## config.mk

```make
export PLATFORM = sky130hd
export DESIGN_NAME = w2s_dot
export DESIGN_NICKNAME = d
export VERILOG_FILES = /design/src/rtl/w2s_pkg.sv /design/src/rtl/w2s_dot.sv
export SDC_FILE = /design/constraint.sdc
export NUM_CORES = 2
export LEC_CHECK = 0
export BUFFER_PORTS_ARGS = -buffer_cell sky130_fd_sc_hd__buf_2
export CORE_MARGIN = 3
export CORE_UTILIZATION = 50
export CTS_BUF_LIST = sky130_fd_sc_hd__clkbuf_2 sky130_fd_sc_hd__clkbuf_4 sky130_fd_sc_hd__clkbuf_8
export CTS_CLUSTER_SIZE = 20
export DETAILED_ROUTE_END_ITERATION = 10
export GPL_TIMING_DRIVEN = 0
export PLACE_DENSITY_LB_ADDON = 0.15
export SYNTH_ARGS = -nofsm -noshare
export SYNTH_HDL_FRONTEND = slang
export SYNTH_SLANG_ARGS = --single-unit
```

## constraint.sdc

```tcl
create_clock -name i_clk -period 8.8 [get_ports i_clk]
set_input_delay 1.76 -clock i_clk [delete_from_list [all_inputs] [get_ports i_clk]]
set_output_delay 1.76 -clock i_clk [all_outputs]
set_load 0.03 [all_outputs]
```

## src/rtl/w2s_pkg.sv

```systemverilog
// Package: payload types, register indexes and constants for world_to_screen_projection.
package w2s_pkg;

    typedef struct packed {
        logic signed [31:0] world_x;
        logic signed [31:0] world_y;
        logic signed [31:0] world_z;
    } t_point;

    typedef struct packed {
        logic               visible;
        logic signed [19:0] screen_x;
        logic signed [19:0] screen_y;
    } t_screen;

    typedef enum logic [2:0] {
        REG_ROW_X_COEFS  = 3'd0,
        REG_ROW_X_OFFSET = 3'd1,
        REG_ROW_Y_COEFS  = 3'd2,
        REG_ROW_Y_OFFSET = 3'd3,
        REG_ROW_W_COEFS  = 3'd4,
        REG_ROW_W_OFFSET = 3'd5,
        REG_SCREEN_SIZE  = 3'd6
    } t_reg_idx;

    localparam int CFG_DW   = 48;
    localparam int CFG_AW   = 3;
    localparam int CLIP_W   = 52;   // |dot| < 3*2^46 + 2^43
    localparam int QW       = 52;   // quotient bits: cx*8W/cw, fractional bits for cw small
    localparam int NUM_W    = 67;   // |cx|*8W < 2^66
    localparam logic signed [CLIP_W-1:0] W_MIN = 52'sd268435;
    localparam logic signed [19:0] SCR_MAX = 20'sd524287;
    localparam logic signed [19:0] SCR_MIN = -20'sd524288;

    typedef struct packed {
        logic [47:0]        coefs;
        logic signed [31:0] offset;
    } t_row;

    // Control carried along the divider pipeline.
    typedef struct packed {
        logic               vis;
        logic signed [16:0] base_x;   // 8*W + 8, up to 32768
        logic signed [16:0] base_y;   // 8*H - 8
    } t_side;

endpackage

```

## src/rtl/w2s_dot.sv

```systemverilog
// Module: one matrix row, three products then sum, two register stages.
module w2s_dot (
    input  logic                                 i_clk,
    input  logic                                 i_en,
    input  w2s_pkg::t_row                        i_row,
    input  w2s_pkg::t_point                      i_pt,
    output logic signed [w2s_pkg::CLIP_W-1:0]    o_dot
);
    logic signed [47:0] r_px, r_py, r_pz;
    logic signed [43:0] r_off;

    always_ff @(posedge i_clk) begin
        if (i_en) begin
            r_px  <= $signed(i_row.coefs[15:0])  * i_pt.world_x;
            r_py  <= $signed(i_row.coefs[31:16]) * i_pt.world_y;
            r_pz  <= $signed(i_row.coefs[47:32]) * i_pt.world_z;
            r_off <= {i_row.offset, 12'd0};
            o_dot <= w2s_pkg::CLIP_W'(r_px) + w2s_pkg::CLIP_W'(r_py)
                   + w2s_pkg::CLIP_W'(r_pz) + w2s_pkg::CLIP_W'(r_off);
        end
    end
endmodule

```

# Yosys cells after proc, flatten, opt, wreduce, memory -nomap -nowiden
# Index checks and enable logic that the tools add are counted.
# Widths: inputs -> output; s select.
# totals
word_cells	11
in_bits	178
reg_bits	228
out_inout_bits	52
# classes
multipliers	3
addsub	3
# op_table
cell	count
$mul 16x32->48	3
$add 50x44->51	1
$add 49x48->50	1
$add 48x48->49	1

# Longest topological paths before layout
# depth
ltp_word	3
ltp_mapped	28
mapped_depth_nobuf	26

# Worst setup path after synthesis
# Ideal clock, no wire load.
# synth_path
kind	input to register
start	input i_pt[10] (netlist name)
end	register r_pz[46], data pin
slack_ns	0.797
setup_ns	0.266
path_stages	21
t_arrival_ns	7.737
n_path_buf	1
required_time_ns	8.534
cell_sequence	clkbuf_1 > nand2_1 > fa_1 > fa_1 > fa_1 > fa_1 > inv_1 > fa_1 > fa_1 > ha_1 > a21o_1 > a21o_1 > a21o_1 > a221o_1 > o31ai_2 > nand2_1 > a221o_1 > o211a_4 > a2111oi_4 > nor3_1 > xor2_1
# synth_via
elab_chain_len	1
# synth_lines
item	line_no	text
from (decl)	w2s_dot.sv:6	input w2s_pkg::t_point i_pt,
$mul 16x32->48	w2s_dot.sv:16	r_pz <= $signed(i_row.coefs[47:32]) * i_pt.world_z;
to (signal assigned)	w2s_dot.sv:16	
to (decl)	w2s_dot.sv:9	logic signed [47:0] r_px, r_py, r_pz;
# Every way passes these cells.
# A chain may end at the register's enable or synchronous reset.

# Worst setup path in the final report
# layout_path
start	input i_row[53] (netlist name)
end	register r_py[47], data pin
# layout_via
elab_chain_len	1
# layout_lines
item	line_no	text
from (decl)	w2s_dot.sv:5	input w2s_pkg::t_row i_row,
$mul 16x32->48	w2s_dot.sv:15	r_py <= $signed(i_row.coefs[31:16]) * i_pt.world_y;
to (signal assigned)	w2s_dot.sv:15	
to (decl)	w2s_dot.sv:9	
# Every way passes these cells.

==> metrics.csv <==
stage,metric,value,unit
cts,CTS tree,built,
synthesis,"FF+latch count, synth",227,
floorplan,Die Span X,363.8,µm
cts,clk buf depth,3,
flow_run,# Max-Cap Violations,0,
timing,fin crit period,8.663,ns
cts,CTS Buf Count,43,
cts,Worst-path clk slew,0.06,ns
synthesis,syn_area_per_cell,9.606,µm²
cts,H-tree depth,2,
floorplan,Initial Util,50.65,%
place,"Cell Area, Placed",67280,µm²
drt,"wirelength, routed",180200,µm
synthesis,Syn Nets,8787,
synthesis,leading area contributor after synthesis,fa_1,
worst_hold_path,worst hold path class,register to register,
synthesis,Main synth FF type,edfxtp_1,
place,Port Buffer Count,229,
cts,Root Driver,clkbuf_8,
synthesis,post-synthesis cell type count,76,
place,routability cong.,0.9821,
drt,via count,45659,
drt,drt first pass iters,6,
place,dpl hpwl,156700,µm
global_route,GR Util All Layers,28.46,%
floorplan,Die Y,363.8,µm
final_layout,P&R area growth vs syn,6.622,%
floorplan,Std-Cell Rows,130,
drt,ANT nets after route,0,
timing,final hold viol count,0,
global_route,largest net degree at the start of global routing,121,
cts,worst-skew pair later-pin latency,0.61,ns
run_status,status,completed,
synthesis,number of synthesized flops with an enable pin,227,
timing,final setup fails,0,
final_layout,share of layout cells above drive strength 1,6.281,%
global_route,first-pass GRT wire length,284200,µm
drt,Avg WL per Cell,20.92,µm
drt,vias per cell,5.301,
final_layout,nets,9054,
final_layout,# fillers,11618,
floorplan,Die Area,132400,µm²
synthesis,Synth async-reset ratio,0,%
critical_path,required time of the critical path,9.13,ns
critical_path,peak fanout along the critical path,10,
critical_path,CP Capture Type,register,
timing,"Slew Viols, Final",0,
critical_path,CP Class,input pin to register,
synthesis,Yosys Warn Count,0,
timing,RSZ-0062 raised after global routing,true,
timing,post-route clock period utilization,98.44,%
global_route,number of global-route vias before repair,48941,
synthesis,cells after synthesis,6664,
synthesis,top-area cell type share of the netlist area,48.29,%
synthesis,mapped cell area,64010,µm²
global_route,grt ovf,0,
timing,relative slew slack,40.21,%
final_layout,FF/Latch Area,6817,µm²
critical_path,worst path arrival time,8.99,ns
timing,Setup TNS Final,0,ns
drt,DRC viols,0,
final_layout,multi-input logic area,50030,µm²
drt,Detailed Route Iter0 Violations,3185,
floorplan,io pins,230,
timing,fmax,115.4,MHz
cts,clock sink count,227,
synthesis,post-synthesis sequential area ratio,10.65,%
critical_path,kind of start point of the critical path,input pin,
global_route,initial antenna violation count,12,
synthesis,Area contributors post-synth,"fa_1 (48%), edfxtp_1 (11%), inv_1 (9.8%), ha_1 (7.8%), and2_1 (6.0%)",
timing,Clock Skew,0.03949,ns
floorplan,core area,126400,µm²
cts,Hold Buf Count CTS,0,
final_layout,"Design Area, Final",68250,µm²
critical_path,reg-to-reg setup timing slack,3.76,ns
timing,Slew @ Worst Pin,0.8905,ns
[logic make-up (layout without fill, tap and decap cells)]
family,count (synthesis),after routing,share of synthesized area (%)
adders and majority gates,1945,1945,56.12
buffers and inverters,1925,2218,11.30
and+or+nand+nor,1874,1874,14.10
AOI/OAI and AO/OA,500,500,5.191
DFF,227,227,10.65
xor gates and xnor gates,192,192,2.627
muxes,1,1,0.01564
other,0,6,0
[area by class of cell]
type                            instances  share of cell area (%)
Antenna cell                            6                 0.02200
Timing Repair Buffer                  233                   1.767
Inverter                             1672                   9.195
Multi-Input combinational cell       4512                   73.30
Tap cell                             1650                   3.025
Clock inverter                         18                  0.2053
Clock buffer                           53                  0.9771
Sequential cell                       227                   9.987
Buffer                                242                   1.518
[registers in the layout, summed over array words and instances (netlist names)]
signal	count
o_dot	51
r_off	32
r_px	48
r_py	48
r_pz	48
[cells in the final DEF (no fill, tap or decap), types with 56 or more instances in the layout]
cell type / count
ha_1: 401
clkbuf_2: 92
a21oi_1: 150
buf_2: 235
clkbuf_1: 139
fa_1: 1544
inv_1: 1670
and2_1: 616
xnor2_1: 133
xor2_1: 56
o21ai_0: 80
edfxtp_1: 227
nor2_1: 164
a21o_1: 106
nand2_1: 905
[stage by stage]
step                      setup slack [ns]  cells  hold slack (ns)  utilization, %
final                               0.1370   8613           0.8128           54.00
after global routing              -0.05691   8609           0.8358           54.00
after CTS                         0.006947   8614           0.8028           53.92
after detailed placement           -0.9770   8546           0.7826           53.23
after global placement              -1.964   8543           0.7766           53.19
after floorplan                     0.7973   6664           0.6803               -
[Yosys cell counts (7+ instances only)]
library cell  number
a221o_1            7
a21oi_1          151
a31oi_1           16
ha_1             401
edfxtp_1         227
nand2_1          905
nor2_1           164
o21ai_0           81
o21bai_1          21
a21o_1           106
nand2b_1          46
and3_1            15
clkbuf_1         246
o211ai_1           9
a211oi_1          10
inv_1           1670
or2_2              8
or3_1              7
and2_1           616
o21a_1            29
xnor2_1          135
nand3_1           28
xor2_1            57
fa_1            1544
nor2b_1           29
nor3_1            20
nand4_1           14
[worst max-delay path, cell delays in order]
cell and delay (ns):
buf_2 0.23, clkbuf_1 0.42, and2_1 0.23, fa_1 0.41
inv_1 0.08, fa_1 0.43, fa_1 0.52, inv_1 0.06
fa_1 0.49, fa_1 0.49, inv_1 0.05, fa_1 0.58
inv_1 0.07, ha_1 0.36, a21oi_1 0.26, o2111ai_1 0.19
a211oi_2 0.32, nor3_1 0.17, o41ai_2 0.47, a21oi_1 0.24
a41oi_2 0.42, o21ai_1 0.23, a221o_1 0.37, xnor2_1 0.14
[worst paths after layout]
| kind | from | cells past startpoint | to |
|---|---|---|---|
| hold / removal | r_py[1] | 2 | o_dot[1] |
| hold reg to reg | r_py[1] | 2 | o_dot[1] |
| setup reg to reg | r_px[12] | 14 | o_dot[49] |
| setup / recovery | i_row[53] | 24 | r_py[47] |
[layer usage]
metal,vias up,routed length [µm],global-route usage [%],share of wire [%]
met2,1730,81370,44.59,45
met4,6,6571,8.868,3.6
met5,-,36,0,0.020
met1,23477,75870,39.81,42
li1,20128,-,-,-
met3,318,16320,6.203,9.1
[what timing repair did]
action,CTS,global route
pin swaps,1,3
buffers inserted,0,1
gates cloned,0,0
gates resized for setup,46,124
setup endpoints to repair,10,17
Power is not shown: default switching activity piles up to over one toggle a cycle in this logic, so the estimate is an artifact.
